$ cat src/rtl/core/gbba_pkg.sv
// Shared package for the grouped bitmap block allocator.
// Holds field widths, request kinds, status codes, internal op codes and the queue entry type.
// No dependencies.
package gbba_pkg;

   localparam int BPG_DEFAULT = 1024;
   localparam int GC_DEFAULT  = 16;

   localparam int KIND_W   = 2;
   localparam int BLOCK_W  = 14;
   localparam int STATUS_W = 3;

   localparam logic [KIND_W-1:0] KIND_ALLOC   = 2'd0;
   localparam logic [KIND_W-1:0] KIND_FREE    = 2'd1;
   localparam logic [KIND_W-1:0] KIND_RESERVE = 2'd2;

   localparam logic [STATUS_W-1:0] ST_OK           = 3'd0;
   localparam logic [STATUS_W-1:0] ST_FULL         = 3'd1;
   localparam logic [STATUS_W-1:0] ST_ALREADY_FREE = 3'd2;
   localparam logic [STATUS_W-1:0] ST_ALREADY_USED = 3'd3;
   localparam logic [STATUS_W-1:0] ST_RANGE        = 3'd4;

   localparam logic [1:0] OP_ALLOC   = 2'd0;
   localparam logic [1:0] OP_FREE    = 2'd1;
   localparam logic [1:0] OP_RESERVE = 2'd2;
   localparam logic [1:0] OP_REJECT  = 2'd3;

   typedef struct packed {
      logic [1:0]         op;
      logic [BLOCK_W-1:0] block;
   } cmd_type;

endpackage

$ cat src/rtl/core/gbba_queue.sv
// Two-entry queue of classified ops between the front and back ends.
// Depends on gbba_pkg.
module gbba_queue (
   input  logic              clock,
   input  logic              reset,
   input  logic              push_valid,
   output logic              push_ready,
   input  gbba_pkg::cmd_type push_cmd,
   output logic              pop_valid,
   input  logic              pop_ready,
   output gbba_pkg::cmd_type pop_cmd
);
   import gbba_pkg::*;

   cmd_type    entry_ff [2];
   logic       wr_ptr_ff, wr_ptr_in;
   logic       rd_ptr_ff, rd_ptr_in;
   logic [1:0] fill_ff, fill_in;
   logic       do_push, do_pop;

   assign push_ready = fill_ff != 2'd2;
   assign pop_valid  = fill_ff != 2'd0;
   assign pop_cmd    = entry_ff[rd_ptr_ff];
   assign do_push    = push_valid && push_ready;
   assign do_pop     = pop_valid && pop_ready;

   always_comb begin
      wr_ptr_in = do_push ? ~wr_ptr_ff : wr_ptr_ff;
      rd_ptr_in = do_pop ? ~rd_ptr_ff : rd_ptr_ff;
      fill_in   = fill_ff + {1'b0, do_push} - {1'b0, do_pop};
   end

   always_ff @(posedge clock) begin
      if (reset) begin
         wr_ptr_ff <= 1'b0;
         rd_ptr_ff <= 1'b0;
         fill_ff   <= 2'd0;
      end else begin
         wr_ptr_ff <= wr_ptr_in;
         rd_ptr_ff <= rd_ptr_in;
         fill_ff   <= fill_in;
      end
   end

   always_ff @(posedge clock) begin
      if (do_push) begin
         entry_ff[wr_ptr_ff] <= push_cmd;
      end
   end
endmodule

$ cat config.mk
export PLATFORM = sky130hd
export DESIGN_NAME = gbba_queue
export DESIGN_NICKNAME = d
export VERILOG_FILES = /design/src/rtl/core/gbba_pkg.sv /design/src/rtl/core/gbba_queue.sv
export SDC_FILE = /design/constraint.sdc
export NUM_CORES = 1
export LEC_CHECK = 0
export ABC_CLOCK_PERIOD_IN_PS = 4900
export BUFFER_PORTS_ARGS = -buffer_cell sky130_fd_sc_hd__buf_2
export CORE_MARGIN = 3
export CORE_UTILIZATION = 54
export DETAILED_ROUTE_END_ITERATION = 6
export PLACE_DENSITY = 0.81
export SLEW_MARGIN = 10
export SYNTH_ARGS = -nofsm -noshare
export SYNTH_HDL_FRONTEND = slang
export SYNTH_SLANG_ARGS = --single-unit
$ cat constraint.sdc
create_clock -name clock -period 4.9 [get_ports clock]
set_input_delay 1.225 -clock clock [delete_from_list [all_inputs] [get_ports clock]]
set_output_delay 1.225 -clock clock [all_outputs]
set_load 0.01 [all_outputs]
==> reports/qor.txt, run 1 <==
status = finished, final reports clean
number of global-route vias before repair = 738
Max rail drop VDD = 0.345 mV
root buffer cell = clkbuf_4
Pleak = 0.692 nW
Worst Hold Slack = 0.562 ns
Critical R2R Capture = fill_ff[1]$_SDFF_PP0_
All-Layer GR Usage = 13.6%
Reg clk slew, reported paths = 0.08 ns
first-pass GRT wire length = 3220 um
synth unique cells = 16
register area share after synthesis = 73.7%
Worst Hold Depth = 2
Final Wtd Congestion = 0.644
cts hold-fix bufs = 0
CP startpoint kind = flip-flop
Hold WC Path Type = flip-flop to flip-flop
Die Span Y = 57.6 um
ANT cells = 0
ys flop type = edfxtp_1
Num CTS Buffers = 5
via density per instance = 4.97
final setup TNS = 0 ns
1st-iter DRT viols = 8
Hold Fails Final Rpt = 0
#FFs+latches synth = 37
max-cap violations = 0
Detail Placement HPWL = 1560 um
post-CTS sizing = 0
Multi-input gate area = 352 um2
Std-Cell Rows = 18
EDFF count, synth = 32
# clock sinks = 37
chip width = 57.6 um
CTS tree = built
RSZ-0062 raised after global routing = false
H-tree depth = 2
drt pass-1 iters = 2
CTS max path bufs = 2
CP Data Required Time = 3.67 ns
FF-to-FF setup slack = 3.35 ns
crit share post-route = 60.6%
initial cell density of the core = 57.6%
WP data arrival = 1.74 ns
synth-to-layout area growth = 18.5%
flip-flop and latch area = 1060 um2
Post-synth ARST share = 0%
yosys warns = 0
Critical Path Fanout Max = 16
Slew headroom = 42.9%
ANT nets after route = 0
Final Skew = 0.0100 ns
Worst Reg2Reg Path Length in Cells = 8
port bufs = 37
synth top area cells = edfxtp_1 (67%), mux2_4 (11%), dfxtp_1 (7.0%)
drt total wl = 2070 um
top cell type's share of synthesized area = 66.8%
Synth top cells by count = edfxtp_1 (32), mux2_4 (11), mux2_1 (6)
average routed wire per standard cell = 14.0 um
launch point of the worst reg-to-reg path = fill_ff[0]$_SDFF_PP0_
dominant cell type by area after synthesis = edfxtp_1
total congestion overflow = 0
crit path kind = flip-flop to output pin
Synth Cell Area = 1440 um2
antenna violations before repair = 0
fin crit period = 2.97 ns
pin count of the biggest net entering global routing = 17
worst skew pair latency = 0.32 ns
average size of a mapped cell = 19.4 um2
Least-Margin Pin Slew = 0.855 ns
core area = 2500 um2
Post-Synthesis Net Count = 96
PwrDens = 475 nW/um2
share of layout cells above drive strength 1 = 49.2%
post-CTS setup buffer count = 0
most numerous cell in the Yosys netlist = edfxtp_1
Filler cells = 173
I/O pin cnt = 38
Final setup viols = 0
final net count = 139
Worst setup EP type = output pin
fmax = 0.337 GHz
vias = 735
Remaining DRCs = 0
cells after synthesis = 74
Slew Viols, Final = 0
die area = 3320 um2
Hold Startpoint = rd_ptr_ff$_SDFFE_PP0P_
[worst max-delay path: stages (launching register included)]
cell and delay (ns):
dfxtp_1 0.89, mux2_1 0.39, buf_2 0.15
[state kept, by name, summed over array words and instances, names as in the netlist, named ones only]
signal and cells:
entry_ff 32, fill_ff 2, rd_ptr_ff 1, wr_ptr_ff 1
[layout by cell type, fill, tap and decap left out]
master and instances:
clkbuf_4 5, inv_1 1, ha_1 2, clkbuf_1 2, buf_2 37, xor2_1 1
nand2_2 1, clkbuf_8 1, xnor2_1 2, mux2_1 6, nand2b_2 1, edfxtp_1 32
nor2b_1 2, nor2_1 5, and3_1 1, mux2_4 11, dfxtp_1 5, buf_4 1
or2_1 1, o21a_2 1
[power by group]
part | internal, mW | switching [mW]
clock | 0.0708 | 0.0816
sequential | 0.398 | 0.0377
combinational | 0.124 | 0.0984
[metal layers]
metal  GRT usage, %  part of all wire (%)  vias up
met5              0                     0        -
met4           4.30                  0.68        0
met3           5.79                   8.0        2
met2           24.5                    54       25
met1           14.2                    37      346
li1               -                     -      362
[kinds of logic (layout without fill, tap and decap cells)]
family | after synthesis | after routing | synth area share, %
and+or+nand+nor | 11 | 11 | 4.09
DFF | 37 | 37 | 73.7
AOI/OAI and AO/OA | 1 | 1 | 0.609
buffers and inverters | 3 | 47 | 1.83
adders and majority gates | 2 | 2 | 1.74
muxes | 17 | 17 | 16.2
xor gates and xnor gates | 3 | 3 | 1.83
[area by class of cell]
type	instances	share of cell area (%)
Multi-Input combinational cell	34	20.6
Tap cell	30	2.20
Sequential cell	37	62.2
Inverter	1	0.220
Timing Repair Buffer	38	11.3
Clock buffer	8	3.45
[worst max-delay path by stage]
stage	from	to	slack [ns]	cells after the start
after floorplan	push_valid	entry_ff[0][0]$_DFFE_PP_	2.53	2
after global placement	flip-flop	pop_cmd[0]	2.28	2
after detailed placement	flip-flop	pop_cmd[0]	2.25	2
after CTS	flip-flop	pop_cmd[0]	1.89	2
after global routing	flip-flop	pop_cmd[2]	1.82	2
final	flip-flop	pop_cmd[0]	1.93	2
[stage by stage]
stage	setup slack, ns	utilization [%]	total power, mW	cell area, um2	instances
detailed placement	2.25	65.9	0.670	1650	140
global route	1.82	68.2	0.861	1710	148
floorplan	2.53	-	0.598	1440	74
global placement	2.28	65.9	0.659	1650	140
finish	1.93	68.2	0.810	1710	148
CTS	1.89	68.2	0.822	1710	148
(Power assumes the default switching activity.)
==> run 2: changes to the inputs <==
ABC_AREA = 1   (was default)
ABC_CLOCK_PERIOD_IN_PS = 2720   (was 4900)
CORE_UTILIZATION = 46   (was 54)
PLACE_DENSITY = 0.74   (was 0.81)
clock period = 2.72 ns   (was 4.9 ns; I/O delays follow)
==> run 2 against run 1 <==
  * Setup slack got worse by 1.4 ns
  * Combinational power rose by 110%
  * Sequential share of layout area fell by 1.9 points
  * Clock power rose by 140%
  * First-iteration DRC count rose to 3.0 times the previous value
  * Utilization fell by 7.1 points
  * Critical path depth rose by 1
  * Final area rose by 3.2%
  * Final cell count rose by 18%
  * Worst hold slack got worse by 0.067 ns
  * Die area rose by 17%
  * Wire length rose by 14%
  * Largest cell class unchanged
==> reports/qor.txt, run 2 <==
placed inst area = 1680 um2
CTS max path bufs = 2
Worst Reg2Reg Path Length in Cells = 10
Most flops, register = entry_ff
top cell type's share of synthesized area = 66.1%
most numerous cell in the Yosys netlist = edfxtp_1
port bufs = 37
Critical Path Fanout Max = 12
most common cell after layout, fill and taps aside = buf_2
register area share after synthesis = 73.0%
Crit path depth = 3
average size of a mapped cell = 16.7 um2
Met1 Routed Length = 961 um
cells after synthesis = 87
Hold WC Path Type = input port to flip-flop
All-Layer GR Usage = 12.9%
dominant cell type by area after synthesis = edfxtp_1
Worst Hold Slack = 0.495 ns
I/O pin cnt = 38
Synth top cells by count = edfxtp_1 (32), mux2_4 (10), nor2_1 (9)
WP buf/inv = 2
Final Wtd Congestion = 0.683
CP startpoint kind = flip-flop
WL met3 = 177 um
Post-Synthesis Net Count = 109
vias = 829
Hold Fails Final Rpt = 0
root buffer cell = clkbuf_4
CP max stage delay = 0.43 ns
Top Family by Delay on Critical Path = flip-flops
Least-Margin Pin Slew = 0.630 ns
PwrDens = 901 nW/um2
most frequent cells in the layout = buf_2 (37), edfxtp_1 (32), mux2_4 (10)
pin count of the biggest net entering global routing = 17
core area = 2880 um2
yosys warns = 0
fmax = 0.448 GHz
antenna violations before repair = 0
Post-synth ARST share = 0%
Reg clk slew, reported paths = 0.11 ns
first-pass GRT wire length = 3740 um
ANT nets after route = 0
Final Skew = 0.00811 ns
die area = 3870 um2
synth-to-layout area growth = 21.0%
Final setup viols = 0
cts hold-fix bufs = 0
ys flop type = edfxtp_1
chip width = 62.2 um
initial cell density of the core = 50.5%
Num CTS Buffers = 5
max reg flops = 32
1st-iter DRT viols = 24
drt pass-1 iters = 4
status = finished, final reports clean
Worst Hold Depth = 2
biggest regs = entry_ff: 32 flops, fill_ff: 2 flops
final setup TNS = 0 ns
Max rail drop VDD = 0.491 mV
drt total wl = 2350 um
Slew Viols, Final = 0
CTS tree = built
final core occ = 61.2%
highest routed layer = met4
via density per instance = 4.74
EDFF count, synth = 32
synth top area cells = edfxtp_1 (66%), mux2_4 (10%), dfxtp_1 (6.9%)
Synth Cell Area = 1450 um2
Post-Layout Inst Area = 1760 um2
WP data arrival = 1.55 ns
Slowest-stage cell, CP = dfxtp_1
post-CTS setup buffer count = 0
Die Span Y = 62.2 um
post-CTS sizing = 0
H-tree depth = 2
average routed wire per standard cell = 13.4 um
synth unique cells = 12
total congestion overflow = 0
Pleak = 0.739 nW
Worst setup EP type = output pin
#FFs+latches synth = 37
Total Power = 1.58 mW
met2 wire len = 1180 um
# clock sinks = 37
fin crit period = 2.23 ns
number of global-route vias before repair = 878
Cell Chain, Critical Path = buf_4, mux2_2, buf_2
RSZ-0062 raised after global routing = false
Std-Cell Rows = 19
crit share post-route = 82.0%
crit path kind = flip-flop to output pin
final net count = 154
worst skew pair latency = 0.34 ns
ANT cells = 0
Remaining DRCs = 0
CP Data Required Time = 2.04 ns
Slew headroom = 57.9%
share of layout cells above drive strength 1 = 47.4%
Detail Placement HPWL = 1730 um
max-cap violations = 0
## run 2: path summary, 6_finish.rpt
path | from | end | slack [ns]
hold / removal | reset | fill_ff[0]$_SDFF_PP0_ | 0.50
hold reg to reg | wr_ptr_ff$_SDFFE_PP0N_ | wr_ptr_ff$_SDFFE_PP0N_ | 0.53
setup reg to reg | fill_ff[0]$_SDFF_PP0_ | fill_ff[1]$_SDFF_PP0_ | 1.18
setup / recovery | flip-flop | pop_cmd[2] | 0.49
## run 2: metal layers
layer	vias to the layer above	track usage (%)
met5	-	0
met4	0	9.12
met3	4	5.05
met2	31	22.3
met1	394	12.4
li1	400	-
## run 2: report_power, final
| part | internal (mW) | switching, mW |
|---|---|---|
| combinational | 0.220 | 0.238 |
| sequential | 0.722 | 0.0381 |
| clock | 0.193 | 0.174 |
## run 2: worst register-to-register path: cells and delay by family, from the launching register on
family          cells  cell delay, ns
buf+inv             3            0.16
simple gates        4            0.34
fa+ha+maj           2            0.46
flops               1            0.37
compound gates      1            0.12
## run 2: final cells by class
| cell class | instances | area (um2) |
|---|---|---|
| clock inverter | 2 | 35.0 |
| clock buffer | 6 | 41.3 |
| sequential | 37 | 1060 |
| tap | 42 | 52.6 |
| timing repair buffer | 40 | 208 |
| inverter | 8 | 30.0 |
| multi-input combinational | 40 | 332 |
| fill | 242 | 1120 |
## run 2: logic make-up after synthesis
logic type	count (synthesis)	share of synthesized area (%)
flops	37	73.0
simple gates	20	5.42
mux	16	15.0
buf+inv	10	4.22
compound gates	2	0.688
fa+ha+maj	2	1.72
## run 2: per-stage QoR
step / instances / worst slack, ns
floorplan: 87 / 0.886
global route: 175 / 0.404
finish: 175 / 0.490
CTS: 175 / 0.474
detailed placement: 167 / 0.866
global placement: 167 / 0.877
==> run 3: changes to the inputs <==
ABC_AREA = 0   (was 1)
ABC_CLOCK_PERIOD_IN_PS = 1900   (was 2720)
clock period = 1.9 ns   (was 2.72 ns; I/O delays follow)
==> run 3 against run 2 <==
  * Register-to-register slack lost 0.85 ns
  * Final cell count shrank 6.9%
  * Worst hold slack worse by 0.17 ns
  * Die area is 0.93% lower
  * First-iteration DRC count is 38% lower
  * Power increased by 32%
  * Utilization down 0.87 points
  * Wire length decreased by 8.8%
  * Sequential cell count did not move
  * Sequential power rose by 41%
  * Highest routed layer unchanged
==> reports/qor.txt, run 3 (synthesis gave the netlist of run 1 again) <==
PwrDens = 1200 nW/um2
average routed wire per standard cell = 13.2 um
Internal Power = 1.50 mW
Hold WC Path Type = input port to flip-flop
Critical Path Fanout Max = 9
Total Power = 2.08 mW
ANT cells = 0
1st-iter DRT viols = 15
RSZ-0062 raised after global routing = false
final net count = 142
Reg clk slew, reported paths = 0.11 ns
Most flops, register = entry_ff
status = finished, final reports clean
Slew headroom = 84.5%
Max rail drop VDD = 0.578 mV
fin crit period = 1.80 ns
# clock sinks = 37
Post-Layout Inst Area = 1730 um2
flip-flop and latch area = 1060 um2
CP startpoint kind = flip-flop
crit share post-route = 94.5%
cts hold-fix bufs = 0
die area = 3840 um2
Filler cells = 229
met3 Usage GRT = 7.23%
via density per instance = 4.64
Std-Cell Rows = 19
Slew Viols, Final = 0
port bufs = 37
drt total wl = 2140 um
Multi-input gate area = 352 um2
launch point of the worst reg-to-reg path = fill_ff[0]$_SDFF_PP0_
Clock Power Share = 17.5%
fmax = 0.557 GHz
post-CTS sizing = 0
Die Span Y = 61.9 um
M1 GR Usage = 13.1%
CP Data Required Time = 1.42 ns
placed inst area = 1680 um2
number of global-route vias before repair = 702
final worst setup slack = 0.104 ns
Remaining DRCs = 0
Sw Ratio = 28.2%
Detail Placement HPWL = 1520 um
All-Layer GR Usage = 12.6%
max-cap violations = 0
Final setup viols = 0
Comb power frac = 30.9%
Hold Startpoint = push_cmd[10]
biggest regs = entry_ff: 32 flops, fill_ff: 2 flops
Least-Margin Pin Slew = 0.233 ns
P_sw = 587 uW
total congestion overflow = 0
final setup TNS = 0 ns
final core occ = 60.3%
GRT busiest layer = met2
first-pass GRT wire length = 3150 um
post-CTS setup buffer count = 0
CTS max path bufs = 2
CTS tree = built
synth-to-layout area growth = 20.5%
met2 Use GR = 20.6%
worst skew pair latency = 0.33 ns
max reg flops = 32
core area = 2880 um2
H-tree depth = 2
Worst setup EP type = output pin
Final Wtd Congestion = 0.606
drt pass-1 iters = 4
most frequent cells in the layout = buf_2 (37), edfxtp_1 (32), mux2_4 (11)
pin count of the biggest net entering global routing = 17
crit path kind = flip-flop to output pin
root buffer cell = clkbuf_4
chip width = 61.9 um
WP data arrival = 1.32 ns
Final Skew = 0.0106 ns
ANT nets after route = 0
share of layout cells above drive strength 1 = 50.4%
I/O pin cnt = 38
initial cell density of the core = 50.0%
Num CTS Buffers = 5
antenna violations before repair = 0
most common cell after layout, fill and taps aside = buf_2
Pleak = 0.705 nW
Reg power frac = 51.6%
Hold Fails Final Rpt = 0
Place WS = 0.222 ns
vias = 756
## run 3: power by group through the flow
stage / logic (mW) / registers (mW) / clock network [mW]
global route: 0.717 / 1.09 / 0.412
floorplan: 0.463 / 1.08 / 0
global placement: 0.642 / 1.08 / 0
detailed placement: 0.659 / 1.09 / 0
finish: 0.645 / 1.07 / 0.365
CTS: 0.662 / 1.08 / 0.382
## run 3: worst paths after layout
path | depth (start not counted) | endpoint | slack [ns]
setup / recovery | 3 | pop_cmd[12] | 0.10
hold / removal | 1 | entry_ff[1][10]$_DFFE_PP_ | 0.32
setup reg to reg | 8 | fill_ff[1]$_SDFF_PP0_ | 0.33
hold reg to reg | 2 | flip-flop | 0.55
## run 3: per-stage QoR
stage	std cells	hold WS, ns
after detailed placement	155	0.510
after global placement	155	0.503
after floorplan	74	0.480
final	163	0.324
after CTS	163	0.304
after global routing	163	0.297
## run 3: metal layers
layer / vias up / part of all wire (%)
met4: 0 / 0.61
met3: 2 / 7.0
met5: - / 0
met1: 361 / 39
li1: 368 / -
met2: 25 / 53
## run 3: cell type report
type	count	area share, %
Multi-Input combinational cell	34	20.3
Timing Repair Buffer	41	12.4
Sequential cell	37	61.2
Tap cell	42	3.03
Inverter	1	0.216
Clock buffer	5	2.16
Clock inverter	3	0.722
## run 3: worst max-delay path: stages (launching register included)
cell and delay (ns):
dfxtp_1 0.33, buf_4 0.21, mux2_4 0.31, buf_2 0.14
